## config.mk

```make
export PLATFORM = sky130hd
export DESIGN_NAME = dhm_front_flat
export DESIGN_NICKNAME = d
export VERILOG_FILES = /design/src/rtl/core/dhm_pkg.sv /design/src/rtl/core/dhm_if.sv /design/src/rtl/core/dhm_front.sv /design/src/flat_wrapper.sv
export SDC_FILE = /design/constraint.sdc
export NUM_CORES = 1
export LEC_CHECK = 0
export ABC_AREA = 1
export BUFFER_PORTS_ARGS = -buffer_cell sky130_fd_sc_hd__buf_2
export CAP_MARGIN = 20
export CELL_PAD_IN_SITES_DETAIL_PLACEMENT = 0
export CELL_PAD_IN_SITES_GLOBAL_PLACEMENT = 1
export CORE_UTILIZATION = 40
export DETAILED_ROUTE_END_ITERATION = 10
export PLACE_DENSITY = 0.83
export SYNTH_ARGS = -nofsm -noshare
export SYNTH_HDL_FRONTEND = slang
export SYNTH_SLANG_ARGS = --single-unit
```

## constraint.sdc

```tcl
create_clock -name clk -period 5.9 [get_ports clk]
set_clock_uncertainty 0.1 [all_clocks]
set_input_delay 1.18 -clock clk [delete_from_list [all_inputs] [get_ports clk]]
set_output_delay 1.18 -clock clk [all_outputs]
set_load 0.03 [all_outputs]
```

## src/rtl/core/dhm_pkg.sv

```systemverilog
// ----------------------------------------------------------------------------
// dhm_pkg: shared types, codes and the hash function of the hash multimap
// Table geometry, action and status codes, slot marks and the start-key mixer.
// ----------------------------------------------------------------------------
package dhm_pkg;

    localparam int TableSize = 1024;
    localparam int SlotW     = $clog2(TableSize);
    localparam int CountW    = 11;
    localparam int KeyW      = 31;
    localparam int ValW      = 32;
    localparam int QDepth    = 2;

    typedef enum logic [2:0] {
        ACT_ADD      = 3'd0,
        ACT_INSERT   = 3'd1,
        ACT_FIND     = 3'd2,
        ACT_CONTAINS = 3'd3,
        ACT_ERASE    = 3'd4,
        ACT_CLEAR    = 3'd5,
        ACT_NOP6     = 3'd6,
        ACT_NOP7     = 3'd7
    } action_t;

    typedef enum logic [2:0] {
        ST_OK        = 3'd0,
        ST_NOT_FOUND = 3'd1,
        ST_PRESENT   = 3'd2,
        ST_FULL      = 3'd3,
        ST_BAD_SLOT  = 3'd4
    } status_t;

    typedef enum logic [1:0] {
        MARK_EMPTY   = 2'd0,
        MARK_DELETED = 2'd1,
        MARK_VALID   = 2'd2,
        MARK_RSVD    = 2'd3
    } mark_t;

    typedef enum logic [2:0] {
        BK_IDLE, BK_CLEAR, BK_STRIDE, BK_READ, BK_EVAL, BK_ERASE, BK_DONE
    } bk_state_t;

    // classified command word passed from front to back
    typedef struct packed {
        action_t           action;
        logic [KeyW-1:0]   key;
        logic [ValW-1:0]   value;
        logic [9:0]        nth;
        logic [9:0]        slot;
        logic [SlotW-1:0]  start;
        logic [31:0]       pre_stride;
    } cmd_t;

    typedef struct packed {
        logic [2:0]        status;
        logic [9:0]        slot_index;
        logic [ValW-1:0]   found_value;
        logic [9:0]        live_count;
        logic [9:0]        deleted_count;
    } res_t;

    function automatic logic [31:0] mix_start(input logic [31:0] xi);
        logic [31:0] x;
        x = xi;
        x = (x + 32'h7ed55d16) + (x << 12);
        x = (x ^ 32'hc761c23c) ^ (x >> 19);
        x = (x + 32'h165667b1) + (x << 5);
        x = (x + 32'hd3a2646c) ^ (x << 9);
        x = (x + 32'hfd7046c5) + (x << 3);
        x = (x ^ 32'hb55a4f09) ^ (x >> 16);
        return x;
    endfunction

endpackage

```

## src/rtl/core/dhm_if.sv

```systemverilog
// ----------------------------------------------------------------------------
// dhm_in_if / dhm_out_if: valid/ready channels of the hash multimap
// One word per handshake; accepted when valid and ready are both high.
// ----------------------------------------------------------------------------
interface dhm_in_if;
    logic                        valid;
    logic                        ready;
    logic [2:0]                  action;
    logic [dhm_pkg::KeyW-1:0]    key;
    logic signed [31:0]          value;
    logic [9:0]                  nth;
    logic [9:0]                  slot;
    modport source (output valid, action, key, value, nth, slot, input ready);
    modport sink   (input valid, action, key, value, nth, slot, output ready);
endinterface


```

## src/rtl/core/dhm_front.sv

```systemverilog
// ----------------------------------------------------------------------------
// dhm_front: accepts words, hashes the key, queues commands for the back end
// Start hash is registered on entry; a two-entry queue decouples the sides.
// ----------------------------------------------------------------------------
module dhm_front (
    input  logic          clk,
    input  logic          rst_n,
    dhm_in_if.sink        in_ch,
    output dhm_pkg::cmd_t cmd,
    output logic          cmd_valid,
    input  logic          cmd_pop
);
    dhm_pkg::cmd_t q_reg [dhm_pkg::QDepth];
    logic          wr_ptr_reg, wr_ptr_next, rd_ptr_reg, rd_ptr_next;
    logic [1:0]    cnt_reg, cnt_next;
    logic [31:0]   h;
    logic [31:0]   sx;
    logic          push;

    assign in_ch.ready = (cnt_reg != 2'(dhm_pkg::QDepth));
    assign push        = in_ch.valid && in_ch.ready;
    assign h           = dhm_pkg::mix_start({1'b0, in_ch.key});
    assign sx          = {1'b0, in_ch.key} ^ ({1'b0, in_ch.key} >> 16);

    always_comb
    begin
        wr_ptr_next = wr_ptr_reg ^ push;
        rd_ptr_next = rd_ptr_reg ^ cmd_pop;
        cnt_next    = cnt_reg + 2'(push) - 2'(cmd_pop);
    end

    always_ff @(posedge clk or negedge rst_n)
    begin
        if (!rst_n)
        begin
            wr_ptr_reg <= 1'b0;
            rd_ptr_reg <= 1'b0;
            cnt_reg    <= '0;
        end
        else
        begin
            wr_ptr_reg <= wr_ptr_next;
            rd_ptr_reg <= rd_ptr_next;
            cnt_reg    <= cnt_next;
        end
    end

    always_ff @(posedge clk)
    begin
        if (push)
        begin
            q_reg[wr_ptr_reg] <= '{action:     dhm_pkg::action_t'(in_ch.action),
                                   key:        in_ch.key,
                                   value:      in_ch.value,
                                   nth:        in_ch.nth,
                                   slot:       in_ch.slot,
                                   start:      h[dhm_pkg::SlotW-1:0],
                                   pre_stride: sx};
        end
    end

    assign cmd       = q_reg[rd_ptr_reg];
    assign cmd_valid = (cnt_reg != 2'd0);
endmodule

```

## src/flat_wrapper.sv

```systemverilog
// flat-port wrapper written by rule: the top's interface ports become plain ports
module dhm_front_flat 
  (clk, rst_n, cmd, cmd_valid, cmd_pop, in_ch_valid, in_ch_action, in_ch_key, in_ch_value, in_ch_nth, in_ch_slot, in_ch_ready);
  dhm_in_if in_ch_i ();
  input  logic clk;
  input  logic rst_n;
  output dhm_pkg::cmd_t cmd;
  output logic cmd_valid;
  input  logic cmd_pop;
  input wire logic [$bits(in_ch_i.valid)-1:0] in_ch_valid;
  input wire logic [$bits(in_ch_i.action)-1:0] in_ch_action;
  input wire logic [$bits(in_ch_i.key)-1:0] in_ch_key;
  input wire logic [$bits(in_ch_i.value)-1:0] in_ch_value;
  input wire logic [$bits(in_ch_i.nth)-1:0] in_ch_nth;
  input wire logic [$bits(in_ch_i.slot)-1:0] in_ch_slot;
  output wire logic [$bits(in_ch_i.ready)-1:0] in_ch_ready;
  assign in_ch_i.valid = in_ch_valid;
  assign in_ch_i.action = in_ch_action;
  assign in_ch_i.key = in_ch_key;
  assign in_ch_i.value = in_ch_value;
  assign in_ch_i.nth = in_ch_nth;
  assign in_ch_i.slot = in_ch_slot;
  assign in_ch_ready = in_ch_i.ready;
  dhm_front u_core (.clk(clk), .rst_n(rst_n), .in_ch(in_ch_i), .cmd(cmd), .cmd_valid(cmd_valid), .cmd_pop(cmd_pop));
endmodule
```

==> impl_metrics.yaml, run 1 <==
floorplan:
  initial_core_util: 0.407
  die-area_um2: 38100
  die_w_um: 195
  design.core.area_um2: 36700
  num_rows: 70
  die_h_um: 195
  ios: 220
cts:
  cts_root_buf: "clkbuf_16"
  cts_tree: "yes"
  clk_pin_slew_ns: 0.07
  cts.path.max_buffers: 3
  clock_latency_ns: 0.50
  cts-buffers-inserted: 21
  cts_sinks: 226
  h-tree-depth: 1
layout:
  final_cells: 2540
  num_antenna_cells: 0
  nNetsFinal: 2279
  final_common_cell: "buf_4"
  largest_reg_flops: 222
  drive_above_1_share: 0.560
  stdcell_area_um2: 22200
  area_growth_pct: 48.7
  layout_common_cells: "398 x buf_4, 222 x edfxtp_1, 213 x buf_2"
synthesis:
  avgSynthCellArea_um2: 10.4
  yosysWarnings: 0
  async_flop_share: 0.0177
  ys_seq_area_frac: 0.453
  synth.distinct_cells: 54
  syn_nets: 1658
  synth-edff-count: 222
  synthesis.area_um2: 14900
  ys_ff_latch: 226
  netlist_instances: 1436
  yosys_most_used_dff: "edfxtp_1"
placement:
  finalWeightedCongestion: 0.907
  place_hpwl_mm: 32.6
  dp.cells: 2441
  dpl_cell_area_um2: 19600
  io_buffers: 218
timing:
  hold_violations: 0
  clock.fmax_mhz: 140
  slew_viol_final: 0
  rsz0062_at_grt: "yes"
  relSlewSlack: 0.495
  fin_ws_ns: -1.26
  finalCritPeriodShare: 1.21
  min_period_ns: 7.16
  finalSetupViolations: 20
  tightest_slew_ns: 0.757
grt:
  grt_pass1_wl_mm: 65.3
  grtUsageTotal: 0.215
  antenna_found_initial: 0
  grt_pass1_vias: 12600
  overflow: 0
  grt_max_degree: 53
critical_path:
  start_kind: "primary input"
  critPathSlowestCell: "ha_4"
  crit_buf_inv: 4
  criticalPathCategory: "primary input to flop"
  required_ns: 6.06
  crit_path_end_kind: "flop"
  cp_slowest_stage_delay_ns: 0.32
  crit_fanout: 5
  cpMostUsedCell: "nand2_4"
  critPathTopFamily: "simple AND/OR/NAND/NOR gates"
  worstPathArrival_ns: 7.32
job:
  cap_violations: 0
routing:
  drt-total-wl_mm: 42.6
  post-route-drc-count: 0
  dr_total_vias: 12400
  drt_iter0_drc: 634
  first_pass_iters: 5
  routed_via_density: 4.90
  routedWlPerCell_um: 16.8
  ant_nets: 0
outcome:
  run_status: "complete, but fails checks"
  violations: "negative setup slack"
min_path:
  hp-class: "primary input to asynchronous set/reset pin"
## path summary, 6_finish.rpt
check	startpoint	endpoint	slack, ns	cells past startpoint
worst max register to register	u_core.cnt_reg[1]	u_core.q_reg[0][123]	3.18	3
worst min register to register	u_core.cnt_reg[1]	u_core.cnt_reg[1]	0.54	2
max in group asynchronous	rst_n	u_core.rd_ptr_reg	5.19	1
min in group clk	u_core.cnt_reg[1]	u_core.cnt_reg[1]	0.54	2
worst min-delay path	rst_n	u_core.rd_ptr_reg	0.38	1
worst max-delay path	in_ch_key[13]	u_core.q_reg[1][40]	-1.26	50
## logic make-up (layout without fill, tap and decap cells)
family	count (synthesis)	in the layout	synth area share
flip-flops	226	226	0.453
AND/OR/NAND/NOR	477	477	0.157
other	1	1	0.000251
multiplexers	111	111	0.0837
adder cells (fa/ha/maj)	132	132	0.111
AO/OA/AOI/OAI	134	134	0.0514
XOR/XNOR	125	125	0.0804
buffers and inverters	230	866	0.0627
## cell type report
class | instances | area (um^2)
Clock inverter | 12 | 140
Tap cell | 468 | 586
Sequential cell | 226 | 6770
Fill cell | 2771 | 14500
Timing Repair Buffer | 629 | 4290
Inverter | 199 | 777
Clock buffer | 26 | 544
Multi-Input combinational cell | 980 | 9110
## metal layers
metal  vias to the layer above  wire, um  global-route usage  part of all wire
met1                      5963     19100               0.285              0.45
met3                        39      2080              0.0230             0.049
met2                       347     20800               0.377              0.49
li1                       6094         -                   -                 -
met4                         0       650              0.0446             0.015
met5                         -         0                   0                 0
## synth_stat cells, types with 4 or more instances
library cell  number  share of area
a21oi_1           73          0.024
a31oi_1            4         0.0017
buf_4             17         0.0085
clkbuf_1           9         0.0023
dfrtp_1            4         0.0067
edfxtp_1         222           0.45
ha_1             131           0.11
inv_1            186          0.047
inv_2             11         0.0028
mux2_2           111          0.084
nand2_1          228          0.057
nand2_2           40          0.017
nand2_4           15          0.011
nand3_1           59          0.020
nand3_2           14         0.0094
nand3b_1           6         0.0030
nand4_1           10         0.0042
nor2_1            70          0.018
nor2_2             8         0.0034
nor2_4             6         0.0045
nor3_1            11         0.0037
nor4_1             4         0.0017
o21ai_0           31          0.010
o21ai_2            4         0.0023
xnor2_1           36          0.021
xor2_1            81          0.048
## what timing repair did
action	in CTS	in global routing
gates resized for setup	185	110
hold buffers	0	0
hold endpoints to repair	0	0
setup buffers	42	24
pin swaps	103	62
setup endpoints to repair	20	20
## worst register-to-register path: cells and delay by family (launching register included)
kind	cells	cell delay, ns
flops	1	0.41
fa+ha+maj	1	0.74
buf+inv	1	0.53
compound gates	1	0.57
## stage by stage
| step | setup TNS, ns | worst slack [ns] | utilization | hold slack (ns) |
|---|---|---|---|---|
| floorplan | -17.35 | -1.18 | - | 0.493 |
| global placement | -33.17 | -1.87 | 0.533 | 0.512 |
| detailed placement | -33.94 | -1.87 | 0.533 | 0.529 |
| CTS | -17.13 | -1.04 | 0.584 | 0.367 |
| global route | -26.58 | -1.60 | 0.605 | 0.364 |
| finish | -20.71 | -1.26 | 0.605 | 0.376 |
Power of run 1 is not shown: default switching activity piles up to over one toggle a cycle in this logic, so the estimate is an artifact.
==> inputs of run 2 (changes only) <==
ABC_AREA = unset   (was 1)
PLACE_DENSITY = 0.81   (was 0.83)
==> impl_metrics.yaml, run 2 <==
routing:
  dr_total_vias: 11400
  drt-total-wl_mm: 40.3
  first_pass_iters: 5
  ant_nets: 0
  post-route-drc-count: 0
  routedWlPerCell_um: 17.9
  drt_iter0_drc: 573
  routed_via_density: 5.06
grt:
  grt_pass1_vias: 11300
  grt_pass1_wl_mm: 59.2
  overflow: 0
  grt_max_degree: 48
  antenna_found_initial: 0
  grtUsageTotal: 0.206
floorplan:
  design.core.area_um2: 35500
  die_w_um: 192
  die_h_um: 192
  num_rows: 69
  die-area_um2: 36700
  initial_core_util: 0.405
  ios: 220
critical_path:
  r2r_slack_ns: 3.49
  cpMostUsedCell: "a21o_1"
  start_kind: "primary input"
  critPathLaunch: "in_ch_key[12]"
  critPathCapture: "u_core.q_reg[1][40]"
  crit_path_end_kind: "flop"
  critPathTopFamily: "compound AO/OA/AOI/OAI gates"
  worstPathArrival_ns: 8.94
  cp_slowest_stage_delay_ns: 0.33
  criticalPathCategory: "primary input to flop"
  crit_buf_inv: 3
  crit_fanout: 4
  r2r-start: "u_core.cnt_reg[1]"
  critPathSlowestCell: "or3_4"
  reg2reg_to: "u_core.q_reg[0][9]"
  worst-path-stages: 41
  reg2reg_depth: 4
  required_ns: 6.03
timing:
  clock.fmax_mhz: 114
  tightest_slew_ns: 0.703
  finalSetupViolations: 20
  hold_violations: 0
  rsz0062_at_grt: "yes"
  fin_hold_ws_ns: 0.383
  min_period_ns: 8.81
  slew_viol_final: 0
  relSlewSlack: 0.528
  fin_ws_ns: -2.91
  finalCritPeriodShare: 1.49
cts:
  cts_sinks: 226
  hold_buffers: 0
  clk_pin_slew_ns: 0.06
  clock_latency_ns: 0.49
  cts_root_buf: "clkbuf_16"
  cts_tree: "yes"
  h-tree-depth: 1
  cts.path.max_buffers: 3
  cts-buffers-inserted: 20
synthesis:
  ys_seq_area_frac: 0.471
  yosysTopAreaCell: "edfxtp_1"
  netlist_top_cells_area: "edfxtp_1 46%, ha_1 11%, mux2_2 8.8%"
  synth.distinct_cells: 81
  synth_top_area_frac: 0.464
  avgSynthCellArea_um2: 12.1
  synthesis.area_um2: 14400
  synthMostInstantiatedCell: "edfxtp_1"
  netlist_top_cells_count: "222 x edfxtp_1, 131 x ha_1, 115 x inv_1"
  synth-edff-count: 222
  yosys_most_used_dff: "edfxtp_1"
  yosysWarnings: 0
  syn_nets: 1410
  async_flop_share: 0.0177
  ys_ff_latch: 226
  netlist_instances: 1188
placement:
  dp.cells: 2167
  finalWeightedCongestion: 0.905
  pre_cts_slack_ns: -3.52
  io_buffers: 218
  place_hpwl_mm: 30.9
layout:
  nNetsFinal: 1999
  area_growth_pct: 46.6
  final_cells: 2252
  fill_cells: 2719
  largest_reg_flops: 222
  final_common_cell: "buf_4"
  layout_common_cells: "380 x buf_4, 222 x edfxtp_1, 214 x buf_2"
  drive_above_1_share: 0.546
job:
  cap_violations: 0
outcome:
  run_status: "complete, but fails checks"
  violations: "negative setup slack"
min_path:
  hp-class: "primary input to asynchronous set/reset pin"
-- run 2: cell count changes in the layout (fill, tap and decap cells not counted), moves of 15 or more --
cell / before / now
nand2_4: 29 / 3
xnor2_1: 21 / 65
nand3_1: 41 / 9
inv_2: 32 / 16
a21o_1: 3 / 41
buf_4: 398 / 380
nor2_2: 18 / 1
nor2_1: 50 / 21
nand2_1: 181 / 37
xor2_2: 18 / 3
nand3_2: 31 / 1
inv_1: 157 / 91
nand2_2: 73 / 5
-- run 2: metal layers --
metal,track usage,vias to the layer above,part of all wire
li1,-,5510,-
met1,0.269,5528,0.43
met2,0.361,305,0.49
met3,0.0299,51,0.065
met4,0.0449,0,0.017
met5,0,-,0
-- run 2: stage by stage --
| stage | cell area (um^2) | util | setup TNS, ns |
|---|---|---|---|
| 4_1_cts | 20100 | 0.566 | -45.36 |
| 2_1_floorplan | 14800 | - | -49.12 |
| 6_report | 21100 | 0.594 | -48.44 |
| 3_5_place_dp | 18800 | 0.530 | -60.04 |
| 5_1_grt | 21100 | 0.594 | -53.71 |
| 3_3_place_gp | 18800 | 0.530 | -57.84 |
-- run 2: cell families after synthesis --
logic type | count (synthesis) | synth area share
compound gates | 225 | 0.111
mux | 118 | 0.0925
flops | 226 | 0.471
fa+ha+maj | 132 | 0.115
other cells | 1 | 0.000261
buf+inv | 163 | 0.0474
simple gates | 168 | 0.0628
xor+xnor | 155 | 0.0999
-- run 2: worst min-delay path by stage --
stage                            from                 to  slack (ns)  cells past startpoint
floorplan           u_core.cnt_reg[1]  u_core.cnt_reg[1]        0.36                      1
global placement    u_core.cnt_reg[1]  u_core.cnt_reg[1]        0.38                      1
detailed placement  u_core.cnt_reg[1]  u_core.cnt_reg[1]        0.38                      1
CTS                             rst_n  u_core.wr_ptr_reg        0.37                      1
global route                    rst_n  u_core.wr_ptr_reg        0.38                      1
finish                          rst_n  u_core.wr_ptr_reg        0.38                      1
-- run 2: layout make-up --
cell class                 instances  area, um^2  area share
timing repair buffer             614        4180       0.198
antenna                            2        5.00    0.000238
clock inverter                     9        90.1     0.00428
clock buffer                      25         541      0.0257
tap                              461         577      0.0274
sequential                       226        6770       0.321
inverter                         116         464      0.0220
multi-input combinational        799        8450       0.401
-- run 2: timing repair --
action	CTS	global route
pin swaps	45	90
setup endpoints to repair	20	20
gates resized for setup	77	139
setup buffers	32	22
Power of run 2 is left out for the same reason.
==> inputs of run 3 (changes only) <==
CORE_ASPECT_RATIO = 0.9   (was unset)
clock period = 9.55 ns   (was 5.9 ns; I/O delays follow)
==> impl_metrics.yaml, run 3 (synthesis gave the netlist of run 2 again) <==
timing:
  relSlewSlack: 0.298
  tightest_slew_ns: 1.05
  finalSetupViolations: 0
  slew_viol_final: 0
  hold_violations: 0
  rsz0062_at_grt: "yes"
  finalCritPeriodShare: 0.990
  clock.fmax_mhz: 106
  min_period_ns: 9.45
  fin_setup_tns_ns: 0
critical_path:
  criticalPathCategory: "primary input to flop"
  required_ns: 9.68
  start_kind: "primary input"
  critPathSlowestCell: "a221o_1"
  crit_fanout: 4
  crit_path_end_kind: "flop"
  cpMostUsedCell: "a21o_1"
  cp_slowest_stage_delay_ns: 0.36
  worstPathArrival_ns: 9.59
routing:
  routedWlPerCell_um: 17.8
  post-route-drc-count: 0
  ant_nets: 0
  first_pass_iters: 5
  drt-total-wl_mm: 38.5
  routed_via_density: 5.11
  dr_total_vias: 11000
  drt_iter0_drc: 675
layout:
  final_common_cell: "buf_4"
  drive_above_1_share: 0.484
  num_antenna_cells: 0
  area_growth_pct: 37.4
  layout_common_cells: "289 x buf_4, 222 x edfxtp_1, 214 x buf_2"
  largest_reg_flops: 222
  nNetsFinal: 1896
grt:
  overflow: 0
  grt_pass1_vias: 11100
  grtUsageTotal: 0.202
  grt_max_degree: 79
  antenna_found_initial: 0
  grt_pass1_wl_mm: 58.9
floorplan:
  design.core.area_um2: 35200
  ios: 220
  die-area_um2: 36700
  initial_core_util: 0.408
  die_h_um: 182
  num_rows: 65
  die_w_um: 202
cts:
  cts_sinks: 226
  hold_buffers: 0
  cts_root_buf: "clkbuf_16"
  cts_tree: "yes"
  clock_latency_ns: 0.50
  cts.path.max_buffers: 3
  h-tree-depth: 1
  clk_pin_slew_ns: 0.06
  cts-buffers-inserted: 22
min_path:
  hp-class: "flop to flop"
placement:
  finalWeightedCongestion: 0.930
  place_hpwl_mm: 30.1
  io_buffers: 218
job:
  cap_violations: 0
outcome:
  run_status: "completed"
-- run 3: worst paths after layout --
kind / startpoint / end / slack [ns] / cells past startpoint
max in group asynchronous: rst_n / u_core.rd_ptr_reg / 8.10 / 1
min reg2reg: u_core.cnt_reg[1] / u_core.cnt_reg[1] / 0.40 / 1
max: in_ch_key[12] / u_core.q_reg[0][40] / 0.1 / 45
max reg2reg: u_core.cnt_reg[1] / u_core.q_reg[0][113] / 6.81 / 4
min in group asynchronous: rst_n / u_core.rd_ptr_reg / 1.11 / 1
min: u_core.cnt_reg[1] / u_core.cnt_reg[1] / 0.40 / 1
-- run 3: critical path: cells and delay by family --
family,cells,cell delay (ns)
XOR/XNOR,4,0.74
adder cells (fa/ha/maj),6,1.53
AO/OA/AOI/OAI,23,4.15
buffers and inverters,7,0.57
AND/OR/NAND/NOR,5,0.62
-- run 3: what timing repair did --
item / CTS / global route
resized for setup: 7 / 143
pin swaps: 10 / 64
gates cloned: 0 / 0
setup endpoints to repair: 2 / 16
setup buffers: 11 / 23
-- run 3: final cells by class --
| cell class | instances | area, um^2 |
|---|---|---|
| timing repair buffer | 509 | 3320 |
| clock inverter | 9 | 76.3 |
| clock buffer | 30 | 602 |
| fill | 2873 | 15500 |
| sequential | 226 | 6770 |
| tap | 469 | 587 |
| multi-input combinational | 799 | 7940 |
| inverter | 116 | 462 |
-- run 3: per-stage QoR --
step | worst slack (ns) | cells | hold WS [ns] | cell area (um^2) | util
detailed placement | -0.622 | 2086 | 0.389 | 18000 | 0.512
global placement | -0.494 | 2086 | 0.375 | 18000 | 0.512
finish | 0.0978 | 2158 | 0.399 | 19800 | 0.561
global route | -0.204 | 2158 | 0.412 | 19800 | 0.561
floorplan | -0.239 | 1188 | 0.359 | 14600 | -
CTS | 0.00338 | 2136 | 0.397 | 18800 | 0.534
-- run 3: metal layers --
layer  GRT usage  vias up  part of all wire
met3      0.0217       35             0.056
met5           0        -                 0
li1            -     5306                 -
met4      0.0373        0             0.011
met1       0.286     5359              0.47
met2       0.335      317              0.47
Power of run 3 is left out for the same reason.
